==> config.mk <==
export PLATFORM = sky130hd
export DESIGN_NAME = canonical_huffman_code_assigner_flat
export DESIGN_NICKNAME = d
export VERILOG_FILES = /design/src/hdl/chca_pkg.sv /design/src/hdl/chca_if.sv /design/src/hdl/chca_store.sv /design/src/hdl/chca_table.sv /design/src/hdl/canonical_huffman_code_assigner.sv /design/src/flat_wrapper.sv
export VERILOG_INCLUDE_DIRS = /design/src /design/src/hdl
export SDC_FILE = /design/constraint.sdc
export NUM_CORES = 2
export LEC_CHECK = 0
export ABC_AREA = 1
export BUFFER_PORTS_ARGS = -buffer_cell sky130_fd_sc_hd__buf_2
export CORE_MARGIN = 4
export CORE_UTILIZATION = 46
export CTS_BUF_LIST = sky130_fd_sc_hd__clkbuf_4 sky130_fd_sc_hd__clkbuf_8 sky130_fd_sc_hd__clkbuf_16
export CTS_CLUSTER_SIZE = 12
export DETAILED_ROUTE_END_ITERATION = 12
export PLACE_DENSITY = 0.59
export SYNTH_ARGS = -nofsm -noshare
export SYNTH_HDL_FRONTEND = slang
export SYNTH_SLANG_ARGS = --single-unit
==> constraint.sdc <==
create_clock -name clk_i -period 7.3 [get_ports clk_i]
set_input_delay 1.095 -clock clk_i [delete_from_list [all_inputs] [get_ports clk_i]]
set_output_delay 1.095 -clock clk_i [all_outputs]
set_load 0.02 [all_outputs]
==> src/hdl/canonical_huffman_code_assigner_defines.svh <==
`ifndef CANONICAL_HUFFMAN_CODE_ASSIGNER_DEFINES_SVH
`define CANONICAL_HUFFMAN_CODE_ASSIGNER_DEFINES_SVH

// Assertion helpers, clocked on clk_i and disabled during reset
`define CHCA_ASSERT_CLK(label, clk, rstn, prop, msg) \
  label: assert property (@(posedge clk) disable iff (!rstn) prop) else $error(msg);

`define CHCA_ASSERT(label, prop, msg) \
  `CHCA_ASSERT_CLK(label, clk_i, rst_ni, prop, msg)

`endif

==> src/hdl/chca_pkg.sv <==
`default_nettype none

package chca_pkg;

  localparam int unsigned SymbolsDef     = 512;
  localparam int unsigned MaxCodeBitsDef = 13;

  localparam int unsigned SymW  = 9;
  localparam int unsigned CodeW = 13;
  localparam int unsigned LenW  = 4;
  localparam int unsigned HistW = 10;

  typedef enum logic {
    KIND_LOAD = 1'b0,
    KIND_EMIT = 1'b1
  } kind_e;

  typedef struct packed {
    logic inc;
    logic form;
    logic take;
    logic clear;
  } tab_op_t;

  function automatic logic [CodeW-1:0] code_mask(input logic [LenW-1:0] n);
    return ~({CodeW{1'b1}} << n);
  endfunction

  function automatic logic [CodeW-1:0] rev_code(input logic [CodeW-1:0] c,
                                                input logic [LenW-1:0] n);
    logic [CodeW-1:0] r;
    r = '0;
    for (int i = 0; i < CodeW; i++) begin
      if (LenW'(i) < n) begin
        r[i] = c[n - LenW'(1) - LenW'(i)];
      end
    end
    return r;
  endfunction

endpackage

`default_nettype wire

==> src/hdl/chca_if.sv <==
`default_nettype none

interface chca_in_if import chca_pkg::*; ();
  logic            valid;
  logic            ready;
  logic            kind;
  logic [LenW-1:0] code_len_in;

  modport source (output valid, kind, code_len_in, input ready);
  modport sink   (input valid, kind, code_len_in, output ready);
endinterface

interface chca_out_if import chca_pkg::*; ();
  logic             valid;
  logic             ready;
  logic [SymW-1:0]  symbol_index;
  logic [CodeW-1:0] code_bits;
  logic [LenW-1:0]  code_len_out;
  logic             last;

  modport source (output valid, symbol_index, code_bits, code_len_out, last, input ready);
  modport sink   (input valid, symbol_index, code_bits, code_len_out, last, output ready);
endinterface

`default_nettype wire

==> src/hdl/chca_store.sv <==
`default_nettype none

module chca_store import chca_pkg::*; #(
  parameter int unsigned Depth = SymbolsDef,
  parameter int unsigned AddrW = $clog2(Depth)
) (
  input  wire logic             clk_i,
  input  wire logic             we_i,
  input  wire logic [AddrW-1:0] waddr_i,
  input  wire logic [LenW-1:0]  wdata_i,
  input  wire logic             re_i,
  input  wire logic [AddrW-1:0] raddr_i,
  output logic      [LenW-1:0]  rdata_o
);

  logic [LenW-1:0] mem_q [Depth];

  always_ff @(posedge clk_i) begin
    if (we_i) begin
      mem_q[waddr_i] <= wdata_i;
    end
  end

  always_ff @(posedge clk_i) begin
    if (re_i) begin
      rdata_o <= mem_q[raddr_i];
    end
  end

endmodule

`default_nettype wire

==> src/hdl/chca_table.sv <==
`default_nettype none

`include "canonical_huffman_code_assigner_defines.svh"

module chca_table import chca_pkg::*; #(
  parameter int unsigned MaxCodeBits = MaxCodeBitsDef,
  parameter int unsigned Entries     = MaxCodeBits + 1,
  parameter int unsigned TabW        = $clog2(Entries)
) (
  input  wire logic              clk_i,
  input  wire logic              rst_ni,
  input  wire tab_op_t           op_i,
  input  wire logic [TabW-1:0]   addr_i,
  output logic      [CodeW-1:0]  rd_o
);

  // per length: symbol count while loading, next code after the start pass
  logic [CodeW-1:0] tab_q [Entries];
  logic [CodeW-1:0] acc_q;
  logic [CodeW-1:0] start;
  logic [HistW-1:0] cnt_inc;

  assign rd_o    = tab_q[addr_i];
  assign start   = {acc_q[CodeW-2:0], 1'b0};
  assign cnt_inc = rd_o[HistW-1:0] + HistW'(1);

  always_ff @(posedge clk_i or negedge rst_ni) begin
    if (!rst_ni) begin
      for (int i = 0; i < Entries; i++) begin
        tab_q[i] <= '0;
      end
      acc_q <= '0;
    end else begin
      priority if (op_i.clear) begin
        for (int i = 0; i < Entries; i++) begin
          tab_q[i] <= '0;
        end
        acc_q <= '0;
      end else if (op_i.inc) begin
        tab_q[addr_i] <= CodeW'(cnt_inc);
      end else if (op_i.form) begin
        tab_q[addr_i] <= start;
        acc_q         <= start + CodeW'(rd_o[HistW-1:0]);
      end else if (op_i.take) begin
        tab_q[addr_i] <= rd_o + CodeW'(1);
      end
    end
  end

  `CHCA_ASSERT(a_form_addr_nonzero, op_i.form |-> addr_i != '0, "start pass on length zero")
  `CHCA_ASSERT(a_one_op, $onehot0({op_i.inc, op_i.form, op_i.take}), "overlapping table ops")
  `CHCA_ASSERT(a_clear_resets_acc, op_i.clear |=> acc_q == '0, "accumulator kept after clear")

endmodule

`default_nettype wire

==> src/hdl/canonical_huffman_code_assigner.sv <==
// Canonical Huffman code assigner. Feed one code length per symbol in symbol
// order (kind 0), then request codes (kind 1); each request returns the next
// symbol's canonical code, bit-reversed for an LSB-first stream, and the beat
// of the final symbol carries last and leaves the block empty for a new table.
// An emit reads the length store, which has a single registered read port, and
// then updates the per-length next-code table and registers the result. The
// first emit of a table also runs the pass that turns the length histogram
// into start codes. An emit also waits while the previous result has not been
// taken. Emits before all SYMBOLS lengths are loaded and loads into a full
// table are dropped without a result.
`default_nettype none

`include "canonical_huffman_code_assigner_defines.svh"

module canonical_huffman_code_assigner import chca_pkg::*; #(
  parameter int unsigned SYMBOLS       = SymbolsDef,
  parameter int unsigned MAX_CODE_BITS = MaxCodeBitsDef
) (
  input wire logic   clk_i,
  input wire logic   rst_ni,
  chca_in_if.sink    in_i,
  chca_out_if.source out_o
);

  localparam int unsigned AddrW = $clog2(SYMBOLS);
  localparam int unsigned CntW  = $clog2(SYMBOLS + 1);
  localparam int unsigned TabW  = $clog2(MAX_CODE_BITS + 1);

  typedef enum logic [1:0] {
    ST_IDLE,
    ST_FORM,
    ST_LOOKUP
  } state_e;

  state_e           state_q;
  logic [CntW-1:0]  load_cnt_q;
  logic [AddrW-1:0] emit_cnt_q;
  logic             starts_ready_q;
  logic [TabW-1:0]  form_l_q;
  logic             out_valid_q;
  logic [SymW-1:0]  out_sym_q;
  logic [CodeW-1:0] out_code_q;
  logic [LenW-1:0]  out_len_q;
  logic             out_last_q;

  logic             beat_in;
  logic             load_full;
  logic             load_go;
  logic             emit_go;
  logic [LenW-1:0]  len_cl;
  logic [LenW-1:0]  st_len;
  logic             can_out;
  logic             done;
  logic             is_last;
  tab_op_t          tab_op;
  logic [TabW-1:0]  tab_addr;
  logic [CodeW-1:0] tab_rd;
  logic [CodeW-1:0] code_d;

  assign in_i.ready   = (state_q == ST_IDLE);
  assign beat_in      = in_i.valid & in_i.ready;
  assign load_full    = (load_cnt_q == CntW'(SYMBOLS));
  assign load_go      = beat_in & (in_i.kind == KIND_LOAD) & !load_full;
  assign emit_go      = beat_in & (in_i.kind == KIND_EMIT) & load_full;
  assign len_cl       = (in_i.code_len_in > LenW'(MAX_CODE_BITS)) ?
                        LenW'(MAX_CODE_BITS) : in_i.code_len_in;
  assign can_out      = !out_valid_q | out_o.ready;
  assign done         = (state_q == ST_LOOKUP) & can_out;
  assign is_last      = (emit_cnt_q == AddrW'(SYMBOLS - 1));

  chca_store #(
    .Depth (SYMBOLS),
    .AddrW (AddrW)
  ) u_store (
    .clk_i   (clk_i),
    .we_i    (load_go),
    .waddr_i (load_cnt_q[AddrW-1:0]),
    .wdata_i (len_cl),
    .re_i    (emit_go),
    .raddr_i (emit_cnt_q),
    .rdata_o (st_len)
  );

  always_comb begin
    tab_op.inc   = load_go;
    tab_op.form  = (state_q == ST_FORM);
    tab_op.take  = done & (st_len != '0);
    tab_op.clear = done & is_last;
    unique case (state_q)
      ST_FORM:   tab_addr = form_l_q;
      ST_LOOKUP: tab_addr = TabW'(st_len);
      default:   tab_addr = TabW'(len_cl);
    endcase
  end

  chca_table #(
    .MaxCodeBits (MAX_CODE_BITS),
    .Entries     (MAX_CODE_BITS + 1),
    .TabW        (TabW)
  ) u_table (
    .clk_i  (clk_i),
    .rst_ni (rst_ni),
    .op_i   (tab_op),
    .addr_i (tab_addr),
    .rd_o   (tab_rd)
  );

  assign code_d = rev_code(tab_rd & code_mask(st_len), st_len);

  always_ff @(posedge clk_i or negedge rst_ni) begin
    if (!rst_ni) begin
      state_q        <= ST_IDLE;
      load_cnt_q     <= '0;
      emit_cnt_q     <= '0;
      starts_ready_q <= 1'b0;
      form_l_q       <= '0;
      out_valid_q    <= 1'b0;
      out_sym_q      <= '0;
      out_code_q     <= '0;
      out_len_q      <= '0;
      out_last_q     <= 1'b0;
    end else begin
      if (done && is_last) begin
        load_cnt_q <= '0;
      end else if (load_go) begin
        load_cnt_q <= load_cnt_q + CntW'(1);
      end
      if (done) begin
        out_valid_q <= 1'b1;
      end else if (out_o.ready) begin
        out_valid_q <= 1'b0;
      end
      unique case (state_q)
        ST_IDLE: begin
          if (emit_go) begin
            form_l_q <= TabW'(1);
            state_q  <= starts_ready_q ? ST_LOOKUP : ST_FORM;
          end
        end
        ST_FORM: begin
          if (form_l_q == TabW'(MAX_CODE_BITS)) begin
            starts_ready_q <= 1'b1;
            state_q        <= ST_LOOKUP;
          end else begin
            form_l_q <= form_l_q + TabW'(1);
          end
        end
        ST_LOOKUP: begin
          if (can_out) begin
            out_sym_q   <= SymW'(emit_cnt_q);
            out_code_q  <= code_d;
            out_len_q   <= st_len;
            out_last_q  <= is_last;
            state_q     <= ST_IDLE;
            if (is_last) begin
              emit_cnt_q     <= '0;
              starts_ready_q <= 1'b0;
            end else begin
              emit_cnt_q <= emit_cnt_q + AddrW'(1);
            end
          end
        end
        default: state_q <= ST_IDLE;
      endcase
    end
  end

  assign out_o.valid        = out_valid_q;
  assign out_o.symbol_index = out_sym_q;
  assign out_o.code_bits    = out_code_q;
  assign out_o.code_len_out = out_len_q;
  assign out_o.last         = out_last_q;

  `CHCA_ASSERT(a_busy_needs_full, state_q != ST_IDLE |-> load_full, "partial table")
  `CHCA_ASSERT(a_form_once, state_q == ST_FORM |-> !starts_ready_q, "start pass repeated")
  `CHCA_ASSERT(a_out_from_lookup, $rose(out_valid_q) |-> $past(state_q == ST_LOOKUP), "no lookup")
  `CHCA_ASSERT(a_last_clears, done && is_last |=> load_cnt_q == '0 && !starts_ready_q, "not cleared")

endmodule

`default_nettype wire
==> src/flat_wrapper.sv <==
// flat-port wrapper written by rule: the top's interface ports become plain ports
module canonical_huffman_code_assigner_flat import chca_pkg::*;
#(
  parameter int unsigned SYMBOLS       = SymbolsDef,
  parameter int unsigned MAX_CODE_BITS = MaxCodeBitsDef
)
  (clk_i, rst_ni, in_i_valid, in_i_kind, in_i_code_len_in, in_i_ready, out_o_valid, out_o_symbol_index, out_o_code_bits, out_o_code_len_out, out_o_last, out_o_ready);
  chca_in_if in_i_i ();
  chca_out_if out_o_i ();
  input wire logic clk_i;
  input wire logic rst_ni;
  input wire logic [$bits(in_i_i.valid)-1:0] in_i_valid;
  input wire logic [$bits(in_i_i.kind)-1:0] in_i_kind;
  input wire logic [$bits(in_i_i.code_len_in)-1:0] in_i_code_len_in;
  output wire logic [$bits(in_i_i.ready)-1:0] in_i_ready;
  output wire logic [$bits(out_o_i.valid)-1:0] out_o_valid;
  output wire logic [$bits(out_o_i.symbol_index)-1:0] out_o_symbol_index;
  output wire logic [$bits(out_o_i.code_bits)-1:0] out_o_code_bits;
  output wire logic [$bits(out_o_i.code_len_out)-1:0] out_o_code_len_out;
  output wire logic [$bits(out_o_i.last)-1:0] out_o_last;
  input wire logic [$bits(out_o_i.ready)-1:0] out_o_ready;
  assign in_i_i.valid = in_i_valid;
  assign in_i_i.kind = in_i_kind;
  assign in_i_i.code_len_in = in_i_code_len_in;
  assign in_i_ready = in_i_i.ready;
  assign out_o_valid = out_o_i.valid;
  assign out_o_symbol_index = out_o_i.symbol_index;
  assign out_o_code_bits = out_o_i.code_bits;
  assign out_o_code_len_out = out_o_i.code_len_out;
  assign out_o_last = out_o_i.last;
  assign out_o_i.ready = out_o_ready;
  canonical_huffman_code_assigner #(.SYMBOLS(SYMBOLS), .MAX_CODE_BITS(MAX_CODE_BITS)) u_core (.clk_i(clk_i), .rst_ni(rst_ni), .in_i(in_i_i), .out_o(out_o_i));
endmodule
After elaboration in Yosys (flattened, before gate mapping):

Memory sizes are Yosys's and may differ from the RTL's. A register that Yosys moved wholly into a read port is not among the register bits.
Cells that the tools add are included.
Widths: inputs -> output; s select.

* memories kept: 1
* logic and storage cells: 191
* bits of input ports: 9
* register bits: 248
* memory bits (writable): 2048

* reduce and logical (&&, ||, !) cells: 17
* shifts and indexed selects: 1
* bitwise logic cells: 13
* $add $sub $neg: 19
* eq/ne operators: 11
* order comparisons: 29
* muxes and demuxes: 75

Memories
* u_core.u_store.mem_q: depth 512, width 4, rd ports 1, clocked after memory_dff 1, wr ports 1, line chca_store.sv:16 `logic [LenW-1:0] mem_q [Depth];`

Operator list (count)
* $mux 182: 4
* $bwmux 182: 3
* $lt 4x5->1 const B: 13
* $bmux 1 s4: 13
* $bmux 13 s4: 1
* $demux 13 s4: 1
* $mux 13: 3
* $mux 12: 3
* $mux 1: 33
* $add 10x1->10 const B: 2
* $lt 4x4->1 const A: 5
* $mux 10: 2
* $sub 4x4->4 const B: 5
* $lt 3x4->1 const A: 4
* $pmux 4 s2: 2
* $sub 4x3->4 const B: 4
* $add 13x1->13 const B: 1
* $and 13x13->13: 1
* $not 13->13: 1
* $shl 13x4->13 const A: 1
* $add 12x10->12: 1
* $mux 4: 3
* $eq 10x10->1 const B: 1
* $reduce_bool 2->1: 5
* other kinds (30): 53

Depth between registers and ports, before layout:

* depth after elaboration: 13
* mapped depth: 28
* gate-level depth less buffers: 25

Hierarchy:

From an unflattened synthesis, not the netlist that was laid out.

* cells, all modules: 9994
* area, all modules: 101563.7 µm²

Modules (own cells, without submodules)
* chca_store: area an instance 84443.5 µm², sequential area each 61619.1 µm², instances 1, cells an instance 7292
* chca_table: area an instance 13186.4 µm², sequential area each 4854.7 µm², instances 1, cells an instance 2148
* canonical_huffman_code_assigner: area an instance 3933.8 µm², sequential area each 1351.3 µm², instances 1, cells an instance 554

Worst setup path before layout:

No wires, ideal clock.

* path type: input port to flip-flop
* start point: input port in_i_code_len_in[2]
* end point: memory u_core.u_store.mem_q[0][1] (data pin)
* required time: 4687 ps
* setup slack: -8405 ps
* arrival time: 13092 ps
* library setup time: 2613 ps
* buffers on the path: 0
* cell stages on the path: 3
* cells stage by stage: nand2_1 > inv_1 > nor2_1

* word-level cells in the longest chain between the ends: 2

RTL lines
* start, declared: line flat_wrapper.sv:14 `input wire logic [$bits(in_i_i.code_len_in)-1:0] in_i_code_len_in;`
* $gt 4x4->1: line canonical_huffman_code_assigner.sv:65 `assign len_cl = (in_i.code_len_in > LenW'(MAX_CODE_BITS)) ?`
* $mux 4: line canonical_huffman_code_assigner.sv:65
* via u_core.len_cl[1]: line canonical_huffman_code_assigner.sv:50 `logic [LenW-1:0] len_cl;`
* end, declared: line chca_store.sv:16

The timed path passes the listed nets, and every way through them passes these cells.

Final worst setup path:

* start point: register u_core.load_cnt_q[8]
* end point: register u_core.u_table.tab_q[122] in the netlist's numbering

* word-level cells in the longest chain between the ends: 5
* elaborated cells on any way between the ends: 6

RTL lines
* start, declared: line canonical_huffman_code_assigner.sv:36 `logic [CntW-1:0] load_cnt_q;`
* start signal, assigned: line canonical_huffman_code_assigner.sv:126 `load_cnt_q <= load_cnt_q + CntW'(1);`
* $eq 10x10->1 *: line canonical_huffman_code_assigner.sv:62 `assign load_full = (load_cnt_q == CntW'(SYMBOLS));`
* $logic_not 1->1 *: line canonical_huffman_code_assigner.sv:63 `assign load_go = beat_in & (in_i.kind == KIND_LOAD) & !load_full;`
* $and 1x1->1 *: line canonical_huffman_code_assigner.sv:63
* $mux 182: line chca_table.sv:39 `end else if (op_i.inc) begin`
* $mux 182: line chca_table.sv:34 `priority if (op_i.clear) begin`
* end signal, assigned by index: line chca_table.sv:40 `tab_q[addr_i] <= CodeW'(cnt_inc);`
* end signal, assigned by index: line chca_table.sv:42 `tab_q[addr_i] <= start;`
* end signal, assigned by index: line chca_table.sv:45 `tab_q[addr_i] <= rd_o + CodeW'(1);`
* end, declared: line chca_table.sv:18 `logic [CodeW-1:0] tab_q [Entries];`

Every way passes the cells marked *; elsewhere a longest branch is shown, timed or not.
A chain may end at the register's enable or synchronous reset.

==> metrics <==
outcome=finished, final reports clean; launching element type of the critical path=register; maximum level of the CTS H-tree=4; Core Footprint=212900 um^2; relative area change from synthesis to final layout=9.917%; share of cells above drive strength 1=6.915%; Critical R2R Capture=u_core.u_table.tab_q[122]$_DFFE_PN0P_; Final Slew Violations=0; final worst-path cycle share=70.69%; sequential-to-total area share from yosys stat=68.63%; Cells after Synth=9099; register-to-register setup slack=2140 ps; clock tree from TritonCTS=done; crit path capture type=register; number of unique standard cell types used by synthesis=45; root buffer cell=sky130_fd_sc_hd__clkbuf_16; number of port buffers=37; Skew-Pair Late Insertion Delay=890 ps; Worst path max stage delay=1170 ps; critical path start-end classification=reg -> reg; standby leakage power=37.51 nW; fmax=0.1938 GHz; data arrival time of the worst path=5960 ps; synthesized cell area=98820 um^2; hold violation count in the final report=0; TritonCTS Sinks=2300; post-CTS setup repair buffer count=0; Placer Congestion=0.9156; vias in the first global route=67880; number of register bits inferred by synthesis=2300; cell breakdown of the critical path=nor2_1 -> inv_1 -> nor2_2 -> nand2_1 -> nor2_1 -> inv_1 -> nand2_2 -> inv_1 -> nor2_4 -> buf_4 -> inv_1 -> nor2_2 -> nand2_1 -> nand2_1 -> nand2_1 -> o21ai_1; total via count in the routed design=70780; GR met3 Demand/Resource=4.708%; GR met2 Demand/Resource=40.57%; wire length of the first global-routing pass=436.2 mm; I/O pin total=38; worst slew pin tran=1284 ps; clock skew after layout=58.59 ps; global-route total usage across every layer=25.73%; net count after synthesis=9146; Final Non-Filler Cells=11830; CTS Buf Count=234; initial core utilization=46.41%; Reg clk slew, reported paths=60 ps; async set-reset flop share out of synthesis=10.78%; Hold-fix buffers, CTS=0; normalized max-slew margin=14.34%; standard-cell row count=169; remaining antenna violation count=0; number of flops mapped to enable cells by yosys=2052; largest net degree at the start of global routing=225; r2r startpoint=u_core.load_cnt_q[8]$_DFFE_PN0P_; number of warnings issued by yosys=0; first element of the critical path=u_core.load_cnt_q[8]$_DFFE_PN0P_; Top Usage Layer GRT=met2; Pre-Repair DR Iteration Count=7; end of the critical path=u_core.u_table.tab_q[122]$_DFFE_PN0P_; Die Area=222300 um^2; DRC viols=0; number of buffers on the longest clock path=3; total detailed-routing wirelength=293.5 mm; post-synthesis area per instance=10.86 um^2; final core utilization=51.01%; VDD IR max=404.4 uV; Post-Layout Inst Area=108600 um^2; met1 track demand over resource in global routing=36.33%; height of the die=471.5 um; number of antenna violations at the first check in global routing=11; critical path's slowest cell=sky130_fd_sc_hd__nor2_2; cell count after placement=11430; total global routing overflow=0; prevailing post-synth register cell=sky130_fd_sc_hd__edfxtp_1; unrepaired setup endpoints after global routing=no; Net count, final=8896; Die X=471.5 um; number of buffer and inverter instances along the worst setup path=5; total of fill cells in the finished design=18700; logic depth of the worst setup path including buffers=16; HP Class=in -> async; instance area at placement=101400 um^2; mean number of vias per cell=5.981; CP Max Fanout=39; drt first-iter violations=9116; wire length per cell=24.80 um; number of cells upsized or downsized after cts=0; worst reg-to-reg path cell count=16; Hold WS=370.2 ps; crit-path leading delay family=simple AND/OR/NAND/NOR gates; total half-perimeter wirelength after legalization and detailed placement=165.2 mm; Power per Cell Area=389.9 nW/um^2; Worst EP required=8100 ps; final setup vio count=0; number of maximum-capacitance violations=0; Tmin final=5160 ps
## worst reg2reg max path: cells and delay by family, from the launching register on
family	cells	cell delay, ps
simple gates	10	2800
flops	1	440
buf+inv	5	1750
compound gates	1	90
## routing by layer
metal / wire length [um] / share of wire (%) / vias to the layer above
li1: - / - / 31820
met1: 124000 / 42 / 35120
met2: 134000 / 46 / 3283
met3: 26070 / 8.9 / 549
met4: 9370 / 3.2 / 8
met5: 53 / 0.018 / -
## where the power goes
part / total (mW) / switching, mW / internal (mW) / leakage [nW]
Combinational: 15.7 / 11.6 / 4.07 / 12.3
Clock: 11.4 / 4.95 / 6.44 / 3.62
Sequential: 15.3 / 0.439 / 14.9 / 21.6
## cell families after synthesis
kind of cell,Yosys count,share of synthesized area [%]
and+or+nand+nor,3779,15.35
AOI/OAI and AO/OA,2023,11.70
buffers and inverters,942,3.678
adders and majority gates,38,0.4887
DFF,2300,68.63
muxes,1,0.01139
xor gates and xnor gates,16,0.1418
## cells in the mapped netlist (58+ instances only)
cell	count	area share (%)
sky130_fd_sc_hd__o211ai_1	58	0.44
sky130_fd_sc_hd__edfxtp_1	2052	62
sky130_fd_sc_hd__o221ai_1	207	1.8
sky130_fd_sc_hd__a21oi_1	186	0.94
sky130_fd_sc_hd__nand2_1	1407	5.3
sky130_fd_sc_hd__o22ai_1	315	2.0
sky130_fd_sc_hd__dfrtp_1	248	6.3
sky130_fd_sc_hd__inv_1	277	1.1
sky130_fd_sc_hd__o21ai_0	1170	5.9
sky130_fd_sc_hd__clkbuf_1	556	2.1
sky130_fd_sc_hd__nor2_1	1737	6.6
sky130_fd_sc_hd__nand3_1	514	2.6
## how the worst min path moves through the flow
stage	startpoint	end	slack, ps	depth (start not counted)
after floorplan	u_core.u_table.tab_q[77]$_DFFE_PN0P_	u_core.u_table.tab_q[77]$_DFFE_PN0P_	440	2
final	rst_ni	u_core.u_table.acc_q[4]$_DFFE_PN0P_	370	1
after CTS	rst_ni	u_core.out_o.code_bits[10]$_DFFE_PN0P_	380	1
after detailed placement	u_core.out_o.code_len_out[3]$_DFFE_PN0P_	u_core.out_o.code_len_out[3]$_DFFE_PN0P_	460	2
after global placement	u_core.out_o.code_len_out[3]$_DFFE_PN0P_	u_core.out_o.code_len_out[3]$_DFFE_PN0P_	460	2
after global routing	rst_ni	u_core.out_o.code_bits[6]$_DFFE_PN0P_	430	1
## cell type report
type / instances / area [um^2] / area share (%)
inverters: 302 / 1167 / 1.075
multi-input cells: 5857 / 27500 / 25.31
well taps: 2821 / 3530 / 3.249
flip-flops and latches: 2300 / 67840 / 62.45
clock buffers: 315 / 6591 / 6.068
diodes: 3 / 7.507 / 0.006911
clock inverters: 82 / 609.3 / 0.5610
repair buffers: 154 / 1381 / 1.272
## through the flow
step / setup WS, ps / TNS (ps) / power, mW
6_report: 2140 / 0 / 42.35
2_1_floorplan: -1364 / -698120 / 25.47
3_3_place_gp: 1802 / 0 / 30.79
5_1_grt: 1867 / 0 / 44.43
3_5_place_dp: 1779 / 0 / 30.91
4_1_cts: 2339 / 0 / 42.24
## sequential cells by signal, indices dropped and copies added, names as in the netlist, 2 cells and up
register / cells
u_core.emit_cnt_q: 9
u_core.form_l_q: 4
u_core.load_cnt_q: 10
u_core.out_o.code_bits: 13
u_core.out_o.code_len_out: 4
u_core.out_o.symbol_index: 9
u_core.state_q: 2
u_core.u_store.mem_q: 2048
u_core.u_store.rdata_o: 4
u_core.u_table.acc_q: 12
u_core.u_table.tab_q: 182
## cell usage in the layout, fill, tap and decap left out, types with 24 or more instances in the layout
cell,n
sky130_fd_sc_hd__clkinv_1,47
sky130_fd_sc_hd__o21ai_1,37
sky130_fd_sc_hd__o21ai_0,1168
sky130_fd_sc_hd__inv_1,264
sky130_fd_sc_hd__o211ai_1,58
sky130_fd_sc_hd__nor2_1,1727
sky130_fd_sc_hd__nand3_1,514
sky130_fd_sc_hd__clkbuf_4,66
sky130_fd_sc_hd__buf_4,94
sky130_fd_sc_hd__o221ai_1,207
sky130_fd_sc_hd__edfxtp_1,2052
sky130_fd_sc_hd__nand2_1,1398
sky130_fd_sc_hd__a21oi_1,185
sky130_fd_sc_hd__nor2_2,38
sky130_fd_sc_hd__nand4_1,31
sky130_fd_sc_hd__clkinv_2,30
sky130_fd_sc_hd__nor3_1,24
sky130_fd_sc_hd__buf_2,34
sky130_fd_sc_hd__ha_1,37
sky130_fd_sc_hd__clkbuf_16,237
sky130_fd_sc_hd__dfrtp_1,244
sky130_fd_sc_hd__a22oi_1,24
sky130_fd_sc_hd__o22ai_1,315
Power figures use the tool's default switching activity.
